**config.mk**
```make
export PLATFORM = sky130hd
export DESIGN_NAME = plcr_calc
export DESIGN_NICKNAME = d
export VERILOG_FILES = /design/src/hdl/plcr_pkg.sv /design/src/hdl/plcr_calc.sv
export SDC_FILE = /design/constraint.sdc
export NUM_CORES = 1
export LEC_CHECK = 0
export BUFFER_PORTS_ARGS = -buffer_cell sky130_fd_sc_hd__buf_2
export CAP_MARGIN = 30
export CORE_MARGIN = 3
export CORE_UTILIZATION = 35
export DETAILED_ROUTE_END_ITERATION = 12
export PLACE_DENSITY = 0.75
export SKIP_LAST_GASP = 1
export SYNTH_ARGS = -nofsm -noshare
export SYNTH_HDL_FRONTEND = slang
export SYNTH_SLANG_ARGS = --single-unit
```
**constraint.sdc**
```tcl
create_clock -name vclk -period 13.88
set_clock_uncertainty 0.05 [all_clocks]
set_input_delay 2.776 -clock vclk [all_inputs]
set_output_delay 2.776 -clock vclk [all_outputs]
set_load 0.02 [all_outputs]
```
**src/hdl/plcr_pkg.sv**
```systemverilog
// Package: shared types and constants for the per-line CDP range table.
`default_nettype none

package plcr_pkg;

    localparam int CdpW   = 16;
    localparam int LineW  = 16;
    localparam int SpanW  = 17;
    localparam int CountW = 32;

    typedef enum logic [1:0] {
        CMD_ADD     = 2'd0,
        CMD_RD_LINE = 2'd1,
        CMD_RD_PROJ = 2'd2,
        CMD_RSVD    = 2'd3
    } t_cmd;

    typedef enum logic [1:0] {
        STS_OK      = 2'd0,
        STS_OUTSIDE = 2'd1,
        STS_EMPTY   = 2'd2
    } t_status;

    typedef enum logic [1:0] {
        ST_CLR,
        ST_IDLE,
        ST_BUSY
    } t_state;

    // One table entry: least CDP, greatest CDP, trace count.
    typedef struct packed {
        logic [CdpW-1:0]   low;
        logic [CdpW-1:0]   high;
        logic [CountW-1:0] count;
    } t_entry;

    typedef struct packed {
        logic            seen;
        logic [CdpW-1:0] low;
        logic [CdpW-1:0] high;
    } t_proj;

    typedef struct packed {
        t_status           status;
        logic [CdpW-1:0]   cdp_min;
        logic [CdpW-1:0]   cdp_max;
        logic [SpanW-1:0]  cdp_span;
        logic [CountW-1:0] trace_count;
        logic [CdpW-1:0]   proj_cdp_min;
        logic [CdpW-1:0]   proj_cdp_max;
    } t_result;

endpackage

`default_nettype wire

```
**src/hdl/plcr_calc.sv**
```systemverilog
// Module: entry update and result formation for one item.
`default_nettype none

module plcr_calc
    import plcr_pkg::*;
(
    input  t_cmd                  i_cmd,
    input  wire logic             i_in_range,
    input  wire logic [CdpW-1:0]  i_cdp,
    input  t_entry                i_entry,
    input  t_proj                 i_proj,
    output logic                  o_wr_en,
    output t_entry                o_wr_entry,
    output t_proj                 o_proj_next,
    output t_result               o_result
);

    t_entry  w_upd;
    t_entry  w_line;
    t_proj   w_proj_upd;
    t_proj   w_proj;
    t_result w_res;
    logic    w_empty;

    always_comb begin
        w_empty = (i_entry.count == '0);

        // add: widen the line's range and bump the saturating count
        w_upd.low   = (w_empty || (i_cdp < i_entry.low))  ? i_cdp : i_entry.low;
        w_upd.high  = (w_empty || (i_cdp > i_entry.high)) ? i_cdp : i_entry.high;
        w_upd.count = (&i_entry.count) ? i_entry.count : i_entry.count + CountW'(1);

        w_proj_upd.seen = 1'b1;
        w_proj_upd.low  = (!i_proj.seen || (i_cdp < i_proj.low))  ? i_cdp : i_proj.low;
        w_proj_upd.high = (!i_proj.seen || (i_cdp > i_proj.high)) ? i_cdp : i_proj.high;

        w_res   = '0;
        w_line  = i_entry;
        w_proj  = i_proj;
        o_wr_en = 1'b0;

        unique case (i_cmd)
            CMD_ADD, CMD_RD_LINE: begin
                if (!i_in_range) begin
                    w_res.status = STS_OUTSIDE;
                end else begin
                    if (i_cmd == CMD_ADD) begin
                        w_line  = w_upd;
                        w_proj  = w_proj_upd;
                        o_wr_en = 1'b1;
                    end
                    w_res.trace_count = w_line.count;
                    if (w_line.count == '0) begin
                        w_res.status = STS_EMPTY;
                    end else begin
                        w_res.status   = STS_OK;
                        w_res.cdp_min  = w_line.low;
                        w_res.cdp_max  = w_line.high;
                        w_res.cdp_span = {1'b0, w_line.high} - {1'b0, w_line.low}
                                         + SpanW'(1);
                    end
                end
            end
            CMD_RD_PROJ, CMD_RSVD: begin
                w_res.status = i_proj.seen ? STS_OK : STS_EMPTY;
            end
        endcase

        if (w_proj.seen) begin
            w_res.proj_cdp_min = w_proj.low;
            w_res.proj_cdp_max = w_proj.high;
        end
    end

    assign o_wr_entry  = w_line;
    assign o_proj_next = w_proj;
    assign o_result    = w_res;

endmodule

`default_nettype wire

```
==> metrics.md, run 1 <==
| Metric | Value |
|---|---|
| DR iter-0 viols | `approximately 520` |
| Layout area overhead | `26.3%` |
| Worst slew pin tran | `0.866 ns` |
| Layout cell share with drive strength beyond 1 | `0.319` |
| Initial Utilization | `0.359` |
| Flip-flop and latch count | `0` |
| Pleak | `about 0.0043 µW` |
| Final WL | `between 20000 and 30000 µm` |
| Final Hold Viols | `0` |
| Synth warn | `0` |
| Via Count | `8461` |
| FF/Latch Area | `0 µm²` |
| IO Pins | `329` |
| WS Path Type | `input pin to output port` |
| Setup tns final | `0 ns` |
| Internal power | `about 120 µW` |
| Largest area contributor in the netlist | `ha_1` |
| # Post-CTS Setup Buffers | `0` |
| First-pass GRT wire length | `approximately 43000 µm` |
| Arrival @ worst endpoint | `7.58 ns` |
| Worst-path fanout max | `26` |
| Final Util | `0.453` |
| DRC Markers | `0` |
| Worst min-delay path category | `input pin to output port` |
| Clock power share | `0` |
| Most common cell after layout, fill and taps aside | `buf_2` |
| Slew Limit Fails | `0` |
| Net count, final | `1456` |
| VDD IR max | `0.0289 mV` |
| Tcrit/Tclk final | `0.750` |
| Seq pwr share | `0` |
| Required @ worst endpoint | `around 11 ns` |
| Post-route setup slack | `3.48 ns` |
| Mapped Cells | `982` |
| Cts-stage hold buffer count | `0` |
| CP Capture Type | `output port` |
| Max Cap Viol | `0` |
| RSZ-0062 raised after global routing | `false` |
| Resized Gates After CTS | `0` |
| Vias/cell | `5.72` |
| Syn Area/Cell | `about 6.6 µm²` |
| Wire length per cell | `19.5 µm` |
| Status | `completed` |
| Number of inserted diodes | `0` |
| Core area | `roughly 0.018 mm²` |
| Fmax | `0.0961 GHz` |
| Crit start category | `input pin` |
| GR Util All Layers | `0.266` |
| HPWL after detailed placement | `23400 µm` |
| Buffers on Ports | `329` |
| Most frequent cells in the layout | `buf_2, nor2_1, ha_1` |
| Logic pwr share | `1.000` |
| Antenna-violating nets left | `0` |
| Syn_nets | `1187` |
| Die height | `142 µm` |
| Initial antenna violation count | `1` |
| Pin count of the biggest net entering global routing | `53` |
| Pre-CTS setup slack | `3.53 ns` |
| Register area share after synthesis | `0` |
| Switching Fraction | `0.630` |
| Count of final setup violators | `0` |
| Synth area leaders | `ha_1, nor2_1, mux2_2` |
| Top cell type's share of synthesized area | `0.170` |
| Final Wtd Congestion | `0.983` |
| DRT Pass-1 Iters | `5` |
| Unique cell type count in the Yosys netlist | `between 60 and 70` |
| Overflow after GRT | `0` |
| Die ar. | `0.0201 mm²` |
| Power density cells | `41.0 mW/mm²` |
| Worst relative slew slack | `0.417` |
| P_sw | `211 µW` |
| CLK BUF | `0` |
| Number of global-route vias before repair | `7974` |
| Min Clock Period, post-route | `~10 ns` |
| Row Count | `approximately 50` |
| Worst hold slack | `5.78 ns` |
| Width of the die | `142 µm` |
| # fillers | `between 1500 and 2000` |
| Post-Syn Area | `0.00646 mm²` |
==> synth_stat cells, drive strengths merged (2+ instances only) <==
master / n
and2: 9
nor2: 125
clkbuf: 39
a211oi: 7
nand3: 38
nand4: 36
and4: 7
a31oi: 9
and3: 26
a21o: 19
xnor2: 51
a311o: 3
nand2: 74
mux2: 41
inv: 78
nand3b: 3
a21boi: 3
o31a: 2
o21a: 3
a2bb2oi: 6
nor3: 26
xor2: 25
or3: 8
or2: 4
nor2b: 16
nor4: 15
nand2b: 12
a21oi: 45
o21ai: 67
a22o: 16
mux2i: 15
buf: 32
o31ai: 2
ha: 88
a32o: 16
==> final timing paths <==
kind	depth (start not counted)	slack, ns	start	to
worst max-delay path	25	3.48	i_cdp[11]	o_result[79]
worst min-delay path	3	5.78	i_in_range	o_result[113]
==> power by group through the flow <==
stage               Clock (µW)  Sequential (µW)  Combinational [µW]
global placement             0                0                 328
floorplan                    0                0                 219
detailed placement           0                0                 331
finish                       0                0                 335
global route                 0                0                 365
CTS                          0                0                 333
==> kinds of logic (layout without fill, tap and decap cells) <==
| family | Yosys count | count (layout) | share of synthesized area |
|---|---|---|---|
| XOR/XNOR | 76 | 76 | 0.103 |
| adder cells (fa/ha/maj) | 89 | 89 | 0.173 |
| multiplexers | 56 | 56 | 0.0947 |
| AND/OR/NAND/NOR | 405 | 405 | 0.323 |
| AO/OA/AOI/OAI | 207 | 207 | 0.210 |
| buffers and inverters | 149 | 416 | 0.0958 |
==> critical path, stage by stage <==
cell	delay, ns
buf_2	0.18
ha_1	0.36
a21oi_1	0.15
o21ai_0	0.15
nor2_1	0.10
or4b_1	0.46
a211oi_1	0.27
o21ai_2	0.07
buf_4	0.26
nor2b_1	0.24
a21boi_0	0.16
a311oi_1	0.27
ha_1	0.23
inv_1	0.06
fa_1	0.37
nor2b_1	0.15
o21ai_0	0.11
a21oi_1	0.24
o21bai_1	0.17
o21ai_0	0.24
o21ai_0	0.11
nand2b_1	0.11
xnor2_1	0.12
nor2_1	0.05
buf_2	0.17
==> area by class of cell <==
type                       instances  area [µm²]  area share
tap                              229         287      0.0351
inverter                          78         293      0.0359
timing repair buffer             338        1720       0.210
multi-input combinational        833        5860       0.719
==> routing by layer <==
metal	GRT usage	wire [µm]	vias to the layer above
li1	-	-	4033
met1	0.319	10800	3799
met2	0.476	13800	529
met3	0.0330	2790	98
met4	0.110	1430	2
met5	0	12	-
==> stage by stage <==
stage                     cells  area (µm²)  total power, µW
after floorplan             982        6460              219
after global placement     1477        8150              328
after detailed placement   1478        8160              331
after CTS                  1478        8160              333
after global routing       1478        8160              365
final                      1478        8160              335
Power figures use the tool's default switching activity.
==> run 2: changes to the inputs <==
Clock period 13.88 ns to 10.3 ns, I/O delays scaled along.
==> metrics.md, run 2 (same netlist as run 1, synthesis figures left out) <==
| Metric | Value |
|---|---|
| Overflow after GRT | `0` |
| Via Count | `8514` |
| Max Cap Viol | `0` |
| Tcrit/Tclk final | `0.874` |
| Count of final setup violators | `0` |
| Met2 wire length | `13800 µm` |
| DR iter-0 viols | `534` |
| Final Hold Viols | `0` |
| Arrival @ worst endpoint | `approximately 6.9 ns` |
| Crit. Startpoint | `i_cdp[11]` |
| Hold depth | `3` |
| Initial antenna violation count | `1` |
| Vias/cell | `5.76` |
| RSZ-0062 raised after global routing | `false` |
| Hold EP | `o_result[113]` |
| Antenna-violating nets left | `0` |
| Layout cell share with drive strength beyond 1 | `0.319` |
| Uppermost layer routed | `met5` |
| Required @ worst endpoint | `8.19 ns` |
| Min Clock Period, post-route | `9.00 ns` |
| Number of inserted diodes | `0` |
| Cts-stage hold buffer count | `0` |
| Final Wtd Congestion | `1.03` |
| CP Capture Type | `output port` |
| Total power | `451 µW` |
| Flip-flop and latch count | `0` |
| Most common cell after layout, fill and taps aside | `buf_2` |
| Die ar. | `0.0201 mm²` |
| Pleak | `0.00434 µW` |
| FF/Latch Area | `0 µm²` |
| Core area | `0.0180 mm²` |
| Pin count of the biggest net entering global routing | `53` |
| Hold path startpoint | `i_in_range` |
| Net count, final | `approximately 1500` |
| GR Util All Layers | `0.265` |
| Worst slew pin tran | `0.859 ns` |
| Width of the die | `~140 µm` |
| Fmax | `about 0.11 GHz` |
| WS Path Type | `input pin to output port` |
| Initial Utilization | `0.359` |
| DRT Pass-1 Iters | `5` |
| Worst hold slack | `4.35 ns` |
| Status | `completed` |
| M1 wire length | `11100 µm` |
| Worst relative slew slack | `0.422` |
| Met3 wire length | `2540 µm` |
| HPWL after detailed placement | `23700 µm` |
| Resized Gates After CTS | `0` |
| DRC Markers | `0` |
| Crit start category | `input pin` |
| Worst-path fanout max | `11` |
| Die height | `approximately 140 µm` |
| CLK BUF | `0` |
| Buffers on Ports | `approximately 330` |
| Wire length per cell | `between 15 and 20 µm` |
| Row Count | `49` |
| Final WL | `28700 µm` |
| Most frequent cells in the layout | `buf_2, nor2_1, ha_1` |
| Layout area overhead | `26.4%` |
| IO Pins | `about 330` |
| Power density cells | `around 55 mW/mm²` |
| VDD IR max | `~0.036 mV` |
| # Post-CTS Setup Buffers | `0` |
| Final Util | `0.453` |
| First-pass GRT wire length | `43500 µm` |
| Setup tns final | `0 ns` |
| Slew Limit Fails | `0` |
| Number of global-route vias before repair | `7994` |
| Worst min-delay path category | `input pin to output port` |
-- run 2: worst max-delay path by stage --
stage / to / cells past startpoint / slack [ns]
5_1_grt: o_result[79] / 24 / 0.86
3_5_place_dp: o_result[79] / 24 / 1.38
3_3_place_gp: o_result[79] / 24 / 1.59
2_1_floorplan: o_result[77] / 21 / 2.11
6_report: o_result[79] / 24 / 1.30
4_1_cts: o_result[79] / 24 / 1.36
-- run 2: layer usage --
layer  track usage  up-vias
met5             0        -
met4         0.103        2
met3        0.0286       80
met2         0.481      523
met1         0.318     3869
li1              -     4040
-- run 2: metrics by stage --
stage,cell area (µm²),instances,setup WS [ns]
CTS,8170,1479,1.36
floorplan,6460,982,2.11
global placement,8160,1478,1.59
finish,8170,1479,1.30
detailed placement,8170,1479,1.38
global route,8170,1479,0.858
-- run 2: worst max-delay path, cell delays in order --
cell      delay, ns
buf_2          0.18
ha_1           0.35
a21oi_1        0.14
o21ai_0        0.15
nor2_1         0.10
or4b_1         0.45
a211oi_1       0.28
o21ai_2        0.25
nor2b_1        0.28
a21boi_0       0.17
a311oi_1       0.27
ha_1           0.22
inv_1          0.06
fa_1           0.37
nor2b_1        0.17
o21ai_0        0.12
a21oi_1        0.26
o21bai_1       0.17
o21ai_0        0.28
o21ai_0        0.12
nand2b_1       0.10
xnor2_1        0.12
nor2_1         0.05
buf_2          0.16
-- run 2: report_power, final --
group	internal [µW]	leakage, µW	switching [µW]
clock	0	0	0
combinational	167	0.00434	284
sequential	0	0	0
total	167	0.00434	284
-- run 2: final cells by class --
class	count	area, µm²
multi-input combinational	833	5860
tap	229	287
inverter	78	293
timing repair buffer	339	1730
fill	1934	9860
==> run 3: changes to the inputs <==
Settings changed: CELL_PAD_IN_SITES_DETAIL_PLACEMENT set to 1, CELL_PAD_IN_SITES_GLOBAL_PLACEMENT set to 1, CORE_UTILIZATION 35 to 32, PLACE_DENSITY 0.75 to 0.95, REMOVE_ABC_BUFFERS set to 1.
==> metrics.md, run 3 (same netlist as run 1, synthesis figures left out) <==
| Metric | Value |
|---|---|
| Clock power share | `0` |
| Cts-stage hold buffer count | `0` |
| # Post-CTS Setup Buffers | `0` |
| Placed instance area | `0.00821 mm²` |
| Most frequent cells in the layout | `buf_2, nor2_1, ha_1` |
| WS Path Type | `input pin to output port` |
| Tcrit/Tclk final | `0.887` |
| P_sw | `about 290 µW` |
| GR Util All Layers | `0.270` |
| Net count, final | `1456` |
| Number of global-route vias before repair | `9155` |
| Crit-path leading delay family | `compound AO/OA/AOI/OAI gates` |
| Die height | `148 µm` |
| Width of the die | `148 µm` |
| HPWL after detailed placement | `26400 µm` |
| Critical path cell sequence | `buf_2, inv_1, ha_1, nor4b_1, nand4_1, nor2_1, o21ai_0, a21oi_4, nor2b_1, a21boi_0, a311oi_1, ha_1, inv_1, fa_1, nor2b_1, o21ai_0, a21oi_1, o21bai_1, o21ai_0, a21oi_1, xor2_1, nor2_1, buf_2` |
| DR iter-0 viols | `380` |
| Initial antenna violation count | `1` |
| CP Capture Type | `output port` |
| Core area | `just under 0.02 mm²` |
| Logic pwr share | `1.000` |
| Layout area overhead | `27.1%` |
| Overflow after GRT | `0` |
| Initial Utilization | `0.329` |
| Setup tns final | `0 ns` |
| Pin count of the biggest net entering global routing | `53` |
| Antenna-violating nets left | `0` |
| FF/Latch Area | `0 µm²` |
| Worst path max stage delay | `0.63 ns` |
| Worst min-delay path category | `input pin to output port` |
| CLK BUF | `0` |
| Final WL | `31800 µm` |
| DRT Pass-1 Iters | `5` |
| Worst path slowest cell | `a21oi_4` |
| Flip-flop and latch count | `0` |
| Max Cap Viol | `0` |
| Power density cells | `56.3 mW/mm²` |
| Most used cell, CP | `o21ai_0` |
| Layout cell share with drive strength beyond 1 | `0.319` |
| DRC Markers | `0` |
| Worst relative slew slack | `0.404` |
| Count of final setup violators | `0` |
| Via Count | `roughly 8700` |
| Required @ worst endpoint | `8.19 ns` |
| Crit start category | `input pin` |
| Wire length per cell | `21.0 µm` |
| RSZ-0062 raised after global routing | `false` |
| Die ar. | `0.0219 mm²` |
| Slew Limit Fails | `0` |
| Final Hold Viols | `0` |
| Switching Fraction | `0.637` |
| # fillers | `2661` |
| Worst slew pin tran | `around 0.89 ns` |
| VDD IR max | `roughly 0.022 mV` |
| Dpl cells | `1514` |
| Resized Gates After CTS | `0` |
| Worst-path fanout max | `30` |
| Vias/cell | `5.76` |
| Cell area after layout | `0.00821 mm²` |
| CP Buf/Inv Count | `4` |
| Buffers on Ports | `roughly 330` |
| Seq pwr share | `0` |
| Most common cell after layout, fill and taps aside | `buf_2` |
| Pleak | `0.00433 µW` |
| IO Pins | `329` |
| Internal power | `~170 µW` |
| Arrival @ worst endpoint | `approximately 7 ns` |
| Final Wtd Congestion | `0.925` |
| Status | `completed` |
| Min Clock Period, post-route | `9.13 ns` |
| Row Count | `51` |
| Final Non-Filler Cells | `between 1500 and 2000` |
| Multi-input logic area | `0.00587 mm²` |
| Fmax | `0.109 GHz` |
| First-pass GRT wire length | `roughly 50000 µm` |
-- run 3: final timing paths --
check | start | end | cells past startpoint
setup / recovery | i_entry[0] | o_result[75] | 23
hold / removal | i_in_range | o_result[113] | 3
-- run 3: power by group through the flow --
stage	combinational, µW	clock [µW]	sequential (µW)
floorplan	276	0	0
global placement	440	0	0
detailed placement	458	0	0
CTS	460	0	0
global route	500	0.0000130	0
finish	462	0.0000130	0
-- run 3: area by class of cell --
cell class | count | share of cell area
Multi-Input combinational cell | 833 | 0.714
Timing Repair Buffer | 338 | 0.209
Tap cell | 265 | 0.0404
Inverter | 78 | 0.0357
Antenna cell | 1 | 0.000305
-- run 3: through the flow --
stage | hold WS, ns | setup WS (ns) | total power (µW) | utilization
after floorplan | 4.14 | 0.803 | 276 | -
after global placement | 4.35 | 1.39 | 440 | 0.417
after detailed placement | 4.36 | 1.21 | 458 | 0.418
after CTS | 4.36 | 1.19 | 460 | 0.418
after global routing | 4.37 | 0.647 | 500 | 0.418
final | 4.36 | 1.17 | 462 | 0.418
-- run 3: metal layers --
layer	global-route usage	share of wire	vias to the layer above	wire length (µm)
met5	0	0	-	0
met4	0.114	0.045	0	1430
met3	0.0384	0.067	93	2140
met2	0.514	0.51	406	16300
met1	0.298	0.38	4181	11900
li1	-	-	4041	-
-- run 3: worst min-delay path: stages --
cell and delay (ns):
buf_2 0.10, nor2_1 0.04, buf_2 0.15
